--- config.mk ---
export PLATFORM = sky130hd
export DESIGN_NAME = nibble_wildcard_pattern_scanner
export DESIGN_NICKNAME = d
export VERILOG_FILES = /design/src/design/nwps_pkg.sv /design/src/design/nibble_wildcard_pattern_scanner.sv /design/src/design/nwps_csr.sv /design/src/design/nwps_window.sv /design/src/design/nwps_match.sv
export VERILOG_INCLUDE_DIRS = /design/src /design/src/design
export SDC_FILE = /design/constraint.sdc
export NUM_CORES = 1
export LEC_CHECK = 0
export BUFFER_PORTS_ARGS = -buffer_cell sky130_fd_sc_hd__buf_2
export CORE_MARGIN = 2
export CORE_UTILIZATION = 32
export CTS_CLUSTER_SIZE = 12
export DETAILED_ROUTE_END_ITERATION = 8
export GPL_TIMING_DRIVEN = 0
export PLACE_DENSITY = 0.54
export REMOVE_ABC_BUFFERS = 1
export SLEW_MARGIN = 40
export SYNTH_ARGS = -nofsm -noshare
export SYNTH_HDL_FRONTEND = slang
export SYNTH_SLANG_ARGS = --single-unit
--- constraint.sdc ---
create_clock -name clock -period 8.8 [get_ports clock]
set_input_delay 1.76 -clock clock [delete_from_list [all_inputs] [get_ports clock]]
set_output_delay 1.76 -clock clock [all_outputs]
set_load 0.05 [all_outputs]
--- src/design/nibble_wildcard_pattern_scanner_assert.svh ---
// ----------------------------------------------------------------------------
// nibble wildcard pattern scanner assertion macros
// clocked implication checks, same-cycle and next-cycle forms
// ----------------------------------------------------------------------------
`ifndef NIBBLE_WILDCARD_PATTERN_SCANNER_ASSERT_SVH
`define NIBBLE_WILDCARD_PATTERN_SCANNER_ASSERT_SVH

`ifndef NO_ASSERTIONS

`define NWPS_ASSERT_IMP(label, clk, rst, ante, cons, msg) \
   label: assert property (@(posedge clk) disable iff (rst) (ante) |-> (cons)) \
      else $error(msg);

`define NWPS_ASSERT_NXT(label, clk, rst, ante, cons, msg) \
   label: assert property (@(posedge clk) disable iff (rst) (ante) |=> (cons)) \
      else $error(msg);

`else

`define NWPS_ASSERT_IMP(label, clk, rst, ante, cons, msg)

`define NWPS_ASSERT_NXT(label, clk, rst, ante, cons, msg)

`endif

`endif

--- src/design/nwps_pkg.sv ---
// ----------------------------------------------------------------------------
// nwps_pkg
// shared types and constants of the nibble wildcard pattern scanner
// ----------------------------------------------------------------------------
`default_nettype none

package nwps_pkg;

   localparam int MAX_PATTERN_DEF  = 16;
   localparam int OFFSET_WIDTH_DEF = 32;

   localparam int DATA_WIDTH    = 8;
   localparam int RESULT_WIDTH  = 32;
   localparam int CSR_WIDTH     = 64;
   localparam int CSR_IDX_WIDTH = 2;
   localparam int PAT_WORD_WIDTH = 64;
   localparam int CARE_WIDTH    = 32;
   localparam int LEN_WIDTH     = 5;

   localparam logic [CARE_WIDTH-1:0] CARE_RESET = '1;
   localparam logic [LEN_WIDTH-1:0]  LEN_RESET  = 5'd1;

   typedef enum logic [CSR_IDX_WIDTH-1:0] {
      CSR_PATTERN_LOW  = 2'd0,
      CSR_PATTERN_HIGH = 2'd1,
      CSR_CARE_MASK    = 2'd2,
      CSR_LENGTH       = 2'd3
   } csr_index_type;

   typedef struct packed {
      logic [DATA_WIDTH-1:0] data_byte;
      logic                  last_byte;
   } req_type;

   typedef struct packed {
      logic                    found;
      logic [RESULT_WIDTH-1:0] match_offset;
   } rsp_type;

   typedef struct packed {
      logic [PAT_WORD_WIDTH-1:0] pattern_low_bytes;
      logic [PAT_WORD_WIDTH-1:0] pattern_high_bytes;
      logic [CARE_WIDTH-1:0]     nibble_care_mask;
      logic [LEN_WIDTH-1:0]      pattern_length;
   } cfg_type;

   typedef struct packed {
      logic valid;
      logic last_byte;
   } stage_type;

endpackage

`default_nettype wire

--- src/design/nibble_wildcard_pattern_scanner.sv ---
// ----------------------------------------------------------------------------
// nibble_wildcard_pattern_scanner
// first-match byte signature scan with per-nibble wildcards
// ----------------------------------------------------------------------------
// usage
//   req channel: one byte of the scanned range per item, last_byte marks the end
//   rsp channel: at most one item per range; found with the start offset at the
//     first match, or not found with offset 0 on the last byte of a range
//   csr channel: pattern words, nibble care mask and length, written while idle;
//     csr_ready is always high, a write lands at the same edge
//   path: an accepted byte enters the window register, then the result register
//   throughput: one byte per cycle while req_stall is low, set by the window
//     register and a single parallel masked compare over all pattern lengths
//   reset: position, match state and output valid clear; care mask all ones,
//     pattern length one
//   rsp_stall holds the result register and the compare stage behind it;
//     req_stall rises only when the compare stage holds an item while the
//     result register is full and stalled
// ----------------------------------------------------------------------------
`default_nettype none

module nibble_wildcard_pattern_scanner #(
   parameter int MAX_PATTERN  = nwps_pkg::MAX_PATTERN_DEF,
   parameter int OFFSET_WIDTH = nwps_pkg::OFFSET_WIDTH_DEF
) (
   input  wire logic                               clock,
   input  wire logic                               reset,
   input  wire logic                               req_valid,
   output logic                                    req_stall,
   input  wire nwps_pkg::req_type                  req_data,
   output logic                                    rsp_valid,
   input  wire logic                               rsp_stall,
   output nwps_pkg::rsp_type                       rsp_data,
   input  wire logic                               csr_valid,
   output logic                                    csr_ready,
   input  wire logic [nwps_pkg::CSR_IDX_WIDTH-1:0] csr_index,
   input  wire logic [nwps_pkg::CSR_WIDTH-1:0]     csr_wdata
);

   nwps_pkg::cfg_type   cfg;
   nwps_pkg::stage_type stage;
   logic [MAX_PATTERN-1:0][nwps_pkg::DATA_WIDTH-1:0] window;
   logic [OFFSET_WIDTH-1:0] position;
   logic                    out_free;

   assign csr_ready = 1'b1;

   nwps_csr u_csr (
      .clock     (clock),
      .reset     (reset),
      .csr_valid (csr_valid),
      .csr_index (csr_index),
      .csr_wdata (csr_wdata),
      .cfg       (cfg)
   );

   nwps_window #(
      .MAX_PATTERN  (MAX_PATTERN),
      .OFFSET_WIDTH (OFFSET_WIDTH)
   ) u_window (
      .clock     (clock),
      .reset     (reset),
      .req_valid (req_valid),
      .req_stall (req_stall),
      .req_data  (req_data),
      .out_free  (out_free),
      .stage     (stage),
      .window    (window),
      .position  (position)
   );

   nwps_match #(
      .MAX_PATTERN  (MAX_PATTERN),
      .OFFSET_WIDTH (OFFSET_WIDTH)
   ) u_match (
      .clock     (clock),
      .reset     (reset),
      .cfg       (cfg),
      .stage     (stage),
      .window    (window),
      .position  (position),
      .out_free  (out_free),
      .rsp_valid (rsp_valid),
      .rsp_stall (rsp_stall),
      .rsp_data  (rsp_data)
   );

endmodule

`default_nettype wire

--- src/design/nwps_csr.sv ---
// ----------------------------------------------------------------------------
// nwps_csr
// configuration registers: pattern words, nibble care mask, pattern length
// ----------------------------------------------------------------------------
`default_nettype none

module nwps_csr (
   input  wire logic                              clock,
   input  wire logic                              reset,
   input  wire logic                              csr_valid,
   input  wire logic [nwps_pkg::CSR_IDX_WIDTH-1:0] csr_index,
   input  wire logic [nwps_pkg::CSR_WIDTH-1:0]    csr_wdata,
   output nwps_pkg::cfg_type                      cfg
);

   nwps_pkg::cfg_type cfg_ff;
   nwps_pkg::cfg_type cfg_in;

   always_comb begin
      cfg_in = cfg_ff;
      if (csr_valid) begin
         unique case (nwps_pkg::csr_index_type'(csr_index))
            nwps_pkg::CSR_PATTERN_LOW: begin
               cfg_in.pattern_low_bytes = csr_wdata;
            end
            nwps_pkg::CSR_PATTERN_HIGH: begin
               cfg_in.pattern_high_bytes = csr_wdata;
            end
            nwps_pkg::CSR_CARE_MASK: begin
               cfg_in.nibble_care_mask = csr_wdata[nwps_pkg::CARE_WIDTH-1:0];
            end
            nwps_pkg::CSR_LENGTH: begin
               cfg_in.pattern_length = csr_wdata[nwps_pkg::LEN_WIDTH-1:0];
            end
            default: begin
            end
         endcase
      end
   end

   always_ff @(posedge clock) begin
      if (reset) begin
         cfg_ff.pattern_low_bytes  <= '0;
         cfg_ff.pattern_high_bytes <= '0;
         cfg_ff.nibble_care_mask   <= nwps_pkg::CARE_RESET;
         cfg_ff.pattern_length     <= nwps_pkg::LEN_RESET;
      end else begin
         cfg_ff <= cfg_in;
      end
   end

   assign cfg = cfg_ff;

endmodule

`default_nettype wire

--- src/design/nwps_window.sv ---
// ----------------------------------------------------------------------------
// nwps_window
// input stage: byte window shift register and saturating byte position
// ----------------------------------------------------------------------------
`default_nettype none

module nwps_window #(
   parameter int MAX_PATTERN  = nwps_pkg::MAX_PATTERN_DEF,
   parameter int OFFSET_WIDTH = nwps_pkg::OFFSET_WIDTH_DEF
) (
   input  wire logic                                      clock,
   input  wire logic                                      reset,
   input  wire logic                                      req_valid,
   output logic                                           req_stall,
   input  wire nwps_pkg::req_type                         req_data,
   input  wire logic                                      out_free,
   output nwps_pkg::stage_type                            stage,
   output logic [MAX_PATTERN-1:0][nwps_pkg::DATA_WIDTH-1:0] window,
   output logic [OFFSET_WIDTH-1:0]                        position
);

   localparam logic [OFFSET_WIDTH-1:0] POS_MAX = '1;

   logic [MAX_PATTERN-1:0][nwps_pkg::DATA_WIDTH-1:0] window_ff;
   logic [MAX_PATTERN-1:0][nwps_pkg::DATA_WIDTH-1:0] window_in;
   logic [OFFSET_WIDTH-1:0] seen_ff;
   logic [OFFSET_WIDTH-1:0] seen_in;
   logic [OFFSET_WIDTH-1:0] pos_ff;
   logic [OFFSET_WIDTH-1:0] pos_in;
   logic                    valid_ff;
   logic                    valid_in;
   logic                    last_ff;
   logic                    last_in;
   logic                    accept;

   assign req_stall = valid_ff && !out_free;
   assign accept    = req_valid && !req_stall;

   always_comb begin
      window_in = window_ff;
      seen_in   = seen_ff;
      pos_in    = pos_ff;
      last_in   = last_ff;
      valid_in  = accept || (valid_ff && !out_free);
      if (accept) begin
         for (int i = MAX_PATTERN - 1; i > 0; i--) begin
            window_in[i] = window_ff[i-1];
         end
         window_in[0] = req_data.data_byte;
         pos_in       = seen_ff;
         last_in      = req_data.last_byte;
         if (req_data.last_byte) begin
            seen_in = '0;
         end else if (seen_ff != POS_MAX) begin
            seen_in = seen_ff + 1'b1;
         end
      end
   end

   always_ff @(posedge clock) begin
      if (reset) begin
         valid_ff <= 1'b0;
         seen_ff  <= '0;
      end else begin
         valid_ff <= valid_in;
         seen_ff  <= seen_in;
      end
   end

   always_ff @(posedge clock) begin
      window_ff <= window_in;
      pos_ff    <= pos_in;
      last_ff   <= last_in;
   end

   assign stage.valid     = valid_ff;
   assign stage.last_byte = last_ff;
   assign window          = window_ff;
   assign position        = pos_ff;

endmodule

`default_nettype wire

--- src/design/nwps_match.sv ---
// ----------------------------------------------------------------------------
// nwps_match
// masked window compare for every pattern length, match state, result register
// ----------------------------------------------------------------------------
`default_nettype none

`include "nibble_wildcard_pattern_scanner_assert.svh"

module nwps_match #(
   parameter int MAX_PATTERN  = nwps_pkg::MAX_PATTERN_DEF,
   parameter int OFFSET_WIDTH = nwps_pkg::OFFSET_WIDTH_DEF
) (
   input  wire logic                                      clock,
   input  wire logic                                      reset,
   input  wire nwps_pkg::cfg_type                         cfg,
   input  wire nwps_pkg::stage_type                       stage,
   input  wire logic [MAX_PATTERN-1:0][nwps_pkg::DATA_WIDTH-1:0] window,
   input  wire logic [OFFSET_WIDTH-1:0]                   position,
   output logic                                           out_free,
   output logic                                           rsp_valid,
   input  wire logic                                      rsp_stall,
   output nwps_pkg::rsp_type                              rsp_data
);

   localparam int IW = (MAX_PATTERN > 1) ? $clog2(MAX_PATTERN) : 1;
   localparam int WW = (OFFSET_WIDTH > nwps_pkg::RESULT_WIDTH) ?
                       OFFSET_WIDTH : nwps_pkg::RESULT_WIDTH;
   localparam int DW = nwps_pkg::DATA_WIDTH;

   logic [MAX_PATTERN-1:0][DW-1:0] pat_byte;
   logic [MAX_PATTERN-1:0][DW-1:0] care_byte;
   logic [MAX_PATTERN-1:0]         len_hit;
   logic [IW-1:0]                  len_m1;
   logic                           eligible;
   logic                           hit;
   logic                           hit_take;
   logic                           miss_emit;
   logic                           emit;
   logic                           b_go;
   logic [WW-1:0]                  diff;
   logic                           matched_ff;
   logic                           matched_in;
   logic                           rsp_valid_ff;
   logic                           rsp_valid_in;
   nwps_pkg::rsp_type              rsp_data_ff;
   nwps_pkg::rsp_type              rsp_data_in;

   // pattern bytes and per-byte care masks
   always_comb begin
      for (int i = 0; i < MAX_PATTERN; i++) begin
         if (i < 8) begin
            pat_byte[i] = cfg.pattern_low_bytes[8*i +: 8];
         end else begin
            pat_byte[i] = cfg.pattern_high_bytes[8*(i-8) +: 8];
         end
         care_byte[i] = {{4{cfg.nibble_care_mask[2*i+1]}},
                         {4{cfg.nibble_care_mask[2*i]}}};
      end
   end

   // one match flag per candidate length, window index fixed per lane
   always_comb begin
      for (int l = 0; l < MAX_PATTERN; l++) begin
         len_hit[l] = 1'b1;
         for (int i = 0; i < MAX_PATTERN; i++) begin
            if (i <= l) begin
               if (((window[l-i] ^ pat_byte[i]) & care_byte[i]) != '0) begin
                  len_hit[l] = 1'b0;
               end
            end
         end
      end
   end

   // effective length minus one, zero acts as one, clamp to max
   always_comb begin
      if (cfg.pattern_length == '0) begin
         len_m1 = '0;
      end else if (cfg.pattern_length > nwps_pkg::LEN_WIDTH'(MAX_PATTERN)) begin
         len_m1 = IW'(MAX_PATTERN - 1);
      end else begin
         len_m1 = IW'(cfg.pattern_length - 1'b1);
      end
   end

   assign eligible  = position >= OFFSET_WIDTH'(len_m1);
   assign hit       = len_hit[len_m1];
   assign hit_take  = !matched_ff && eligible && hit;
   assign miss_emit = stage.last_byte && !matched_ff && !hit_take;
   assign emit      = hit_take || miss_emit;
   assign out_free  = !rsp_valid_ff || !rsp_stall;
   assign b_go      = stage.valid && out_free;
   assign diff      = WW'(position) - WW'(len_m1);

   always_comb begin
      matched_in   = matched_ff;
      rsp_valid_in = rsp_valid_ff;
      rsp_data_in  = rsp_data_ff;
      if (b_go) begin
         matched_in = stage.last_byte ? 1'b0 : (matched_ff || hit_take);
      end
      if (out_free) begin
         rsp_valid_in = b_go && emit;
         if (b_go && emit) begin
            rsp_data_in.found        = hit_take;
            rsp_data_in.match_offset = hit_take ? diff[nwps_pkg::RESULT_WIDTH-1:0] : '0;
         end
      end
   end

   always_ff @(posedge clock) begin
      if (reset) begin
         matched_ff   <= 1'b0;
         rsp_valid_ff <= 1'b0;
      end else begin
         matched_ff   <= matched_in;
         rsp_valid_ff <= rsp_valid_in;
      end
   end

   always_ff @(posedge clock) begin
      rsp_data_ff <= rsp_data_in;
   end

   assign rsp_valid = rsp_valid_ff;
   assign rsp_data  = rsp_data_ff;

   `NWPS_ASSERT_IMP(a_miss_only_on_last, clock, reset, b_go && emit && !hit_take, stage.last_byte, "not-found result without last byte")
   `NWPS_ASSERT_NXT(a_match_sticks, clock, reset, b_go && hit_take && !stage.last_byte, matched_ff, "match state not set after a hit")
   `NWPS_ASSERT_IMP(a_silent_after_match, clock, reset, b_go && matched_ff, !emit, "result after match already reported")
   `NWPS_ASSERT_NXT(a_last_clears_match, clock, reset, b_go && stage.last_byte, !matched_ff, "match state kept across scans")

endmodule

`default_nettype wire
==> results_dict.tcl <==
set metrics [dict create \
    grt_first_pass_wirelength_um 159000 \
    ys_types 64 \
    post-dp-hpwl_um 80100 \
    sw_frac_of_total_pct 31.9 \
    avgViaCountPerCell 5.56 \
    fin_area_um2 32000 \
    post_cts_resized 0 \
    grt_overflow 0 \
    leakage_nw 14.0 \
    clk_pin_slew_ps 60 \
    ys_seq_elements 394 \
    cts_sinks 394 \
    drv_cap 0 \
    cp_data_arrival_time_ps 6220 \
    drt-total-wl_um 109000 \
    async_flop_share_pct 0 \
    critical_path.top_delay_family "adder cells" \
    netlist_area_um2 28300 \
    track_usage_pct 23.5 \
    rows 109 \
    power_w 0.00518 \
    first_pass_iters 5 \
    internal_power_w 0.00353 \
    netSwitchingPower_w 0.00165 \
    fin_crit_sh_pct 66.8 \
    gp_congestion 0.971 \
    synthCells 3030 \
    fillers 8881 \
    die_x_um 302 \
    required_ps 9140 \
    cp_cell_sequence "inv_1 -> ha_1 -> nor3b_2 -> maj3_1 -> inv_2 -> ha_1 -> fa_1 -> nor2b_1 -> o21ai_0 -> nand4bb_1 -> nor2_2 -> a41oi_1 -> o21ai_4 -> o31ai_4 -> buf_4 -> buf_4 -> buf_6" \
    wl_met3_um 9250 \
    finalMaxSlewViolations 0 \
    cts_hold_buf 0 \
    peakVddDrop_mv 0.138 \
    multiInputGateArea_um2 17200 \
    cts_tree "done" \
    path_max_fanout 12 \
    cp_slowest_cell "maj3_1" \
    setup_slack_ps 2930 \
    fin_nets 3017 \
    post_dp_cell_area_um2 30300 \
    maxSlewHeadroom_pct 32.9 \
    hold_viol_final 0 \
    vias 23000 \
    clockBufferDepth 3 \
    area.growth.synth_to_final_pct 12.9 \
    status "finished, final reports clean" \
    fin_crit_ps 5870 \
    drive_gt1_share_pct 14.5 \
    setup_viol 0 \
    ant_nets 0 \
    drt_iter0_drc 2846 \
    die_y_um 302 \
    grt_pass1_vias 21900 \
    finClkSkew_ps 46.8 \
    fp.coreArea_um2 88100 \
    synth_enable_flop_cells 194 \
    place_ws_ps 2960 \
    path_buf_inv 5 \
    post_cts_buffers 0 \
    seq_area_um2 9890 \
    rsz0062_at_grt "no" \
    route.detailed.drc 0 \
    cts_buffers 45 \
    port_buffers 114 \
    clkPwrFrac_pct 38.2 \
    wl_per_cell_um 26.4 \
    synth_warnings 0 \
    grt_max_degree 89 \
    cts_max_level 2 \
    ys_seq_area_share_pct 34.7 \
    pin_count 116 \
    synth_area_per_cell_um2 9.35 \
    combPwrFrac_pct 17.6 \
    p_per_area_nw_per_um2 162 \
    worst_setup_path_start_kind "register" \
    seq_power_share_pct 44.3 \
    fmax_ghz 0.170 \
    root_buffer "clkbuf_16" \
    post-route-util_pct 36.3 \
    hold_path.class "reg -> reg" \
    antenna_found_initial 3 \
    slowest_delay_ps 820 \
    worstMarginPinSlew_ps 993 \
    highest_layer "met5" \
    start_util_pct 32.2 \
    met1_length_um 45700 \
    route.met2.wl_um 47800 \
    ys.flop_type "dfxtp_1" \
    finalSetupTns_ps 0 \
    worstSetupPathType "reg -> reg" \
    clk_latency_ps 630 \
    die-area_um2 91000 \
    endpoint_kind "register" \
]
-- tightest hold or removal path, delay by kind of cell, from the launching register on --
kind               cells  cell delay (ps)
and+or+nand+nor        1               50
DFF                    1              320
AOI/OAI and AO/OA      1               50
-- state kept, by name, indices dropped and copies added, names as in the netlist --
signal,cells
u_window.position,32
u_match.rsp_data,33
u_window.seen_ff,32
u_csr.cfg,165
u_match.rsp_valid,1
u_window.last_ff,1
u_match.matched_ff,1
u_window.valid_ff,1
u_window.window,128
-- layout make-up --
class / count / share of cell area, %
Timing Repair Buffer: 214 / 5.88
Multi-Input combinational cell: 2261 / 53.6
Clock buffer: 71 / 4.28
Tap cell: 1165 / 4.55
Sequential cell: 394 / 30.9
Inverter: 14 / 0.188
Antenna cell: 1 / 0.00782
Clock inverter: 12 / 0.575
-- synthesized netlist by cell type (all sizes together) (10+ instances only) --
library cell	instances	area share, %
a21oi	138	2.5
buf	249	4.6
inv	14	0.19
nand3	19	0.34
nor2	57	0.76
clkbuf	112	1.5
nor2b	10	0.22
nor3	46	1.3
xnor2	123	3.8
dfxtp	200	14
nand2	359	4.8
nand4	93	2.1
o41ai	248	7.7
o21ai	12	0.21
nor4	19	0.46
xor2	1021	32
edfxtp	194	21
nand3b	34	0.90
-- power groups by stage --
stage | Combinational, W | Sequential, W | Clock [W]
after detailed placement | 0.000881 | 0.00232 | 0
after global routing | 0.000967 | 0.00230 | 0.00207
after global placement | 0.000715 | 0.00240 | 0
after CTS | 0.000886 | 0.00229 | 0.00201
after floorplan | 0.000458 | 0.00230 | 0
final | 0.000911 | 0.00229 | 0.00198
-- final timing paths --
| kind | from | end | slack [ps] | cells past startpoint |
|---|---|---|---|---|
| max | u_csr.cfg[0]$_SDFFE_PP1P_ | u_match.rsp_data[11]$_SDFFCE_PN0P_ | 2930 | 17 |
| min | u_csr.cfg[99]$_SDFFE_PP0P_ | u_csr.cfg[99]$_SDFFE_PP0P_ | 470 | 2 |
| max reg2reg | u_csr.cfg[0]$_SDFFE_PP1P_ | u_match.rsp_data[11]$_SDFFCE_PN0P_ | 2930 | 17 |
| min reg2reg | u_csr.cfg[99]$_SDFFE_PP0P_ | u_csr.cfg[99]$_SDFFE_PP0P_ | 470 | 2 |
-- cell usage in the layout (no fill, tap or decap), types with 5 or more instances in the layout --
cell       instances
xor2_1          1021
nand2_1          359
o41ai_1          199
edfxtp_1         194
dfxtp_1          154
a21oi_1          137
xnor2_1          123
buf_2            116
nand4_1           93
nor2_1            55
buf_6             50
o41ai_2           49
clkbuf_16         48
dfxtp_2           46
nand3b_1          34
nor3_2            31
buf_8             24
nand3_1           19
nor4_1            16
nor3_1            15
clkbuf_1          14
buf_4             13
inv_1             12
o21ai_0           10
nor2b_1           10
clkbuf_8           8
buf_16             8
nand2b_1           6
ha_1               6
mux2i_1            5
-- routing by layer --
layer | vias to the layer above | GRT usage, %
met1 | 11500 | 31.7
met3 | 286 | 4.65
li1 | 10100 | -
met2 | 1072 | 35.7
met4 | 6 | 12.0
met5 | - | 0
-- through the flow --
stage | hold WS, ps | instances
finish | 468 | 4132
floorplan | 432 | 2669
global route | 492 | 4131
CTS | 470 | 4126
global placement | 449 | 3948
detailed placement | 461 | 4043
-- cells by family (layout without fill, tap and decap cells) --
logic type,after synthesis,count (layout),share of synthesized area [%]
other cells,1,2,0.0132
buf+inv,375,311,6.25
mux,5,5,0.177
xor+xnor,1144,1144,35.4
fa+ha+maj,8,8,0.371
compound gates,430,430,11.4
simple gates,673,673,11.8
flops,394,394,34.7
(Power assumes the default switching activity.)
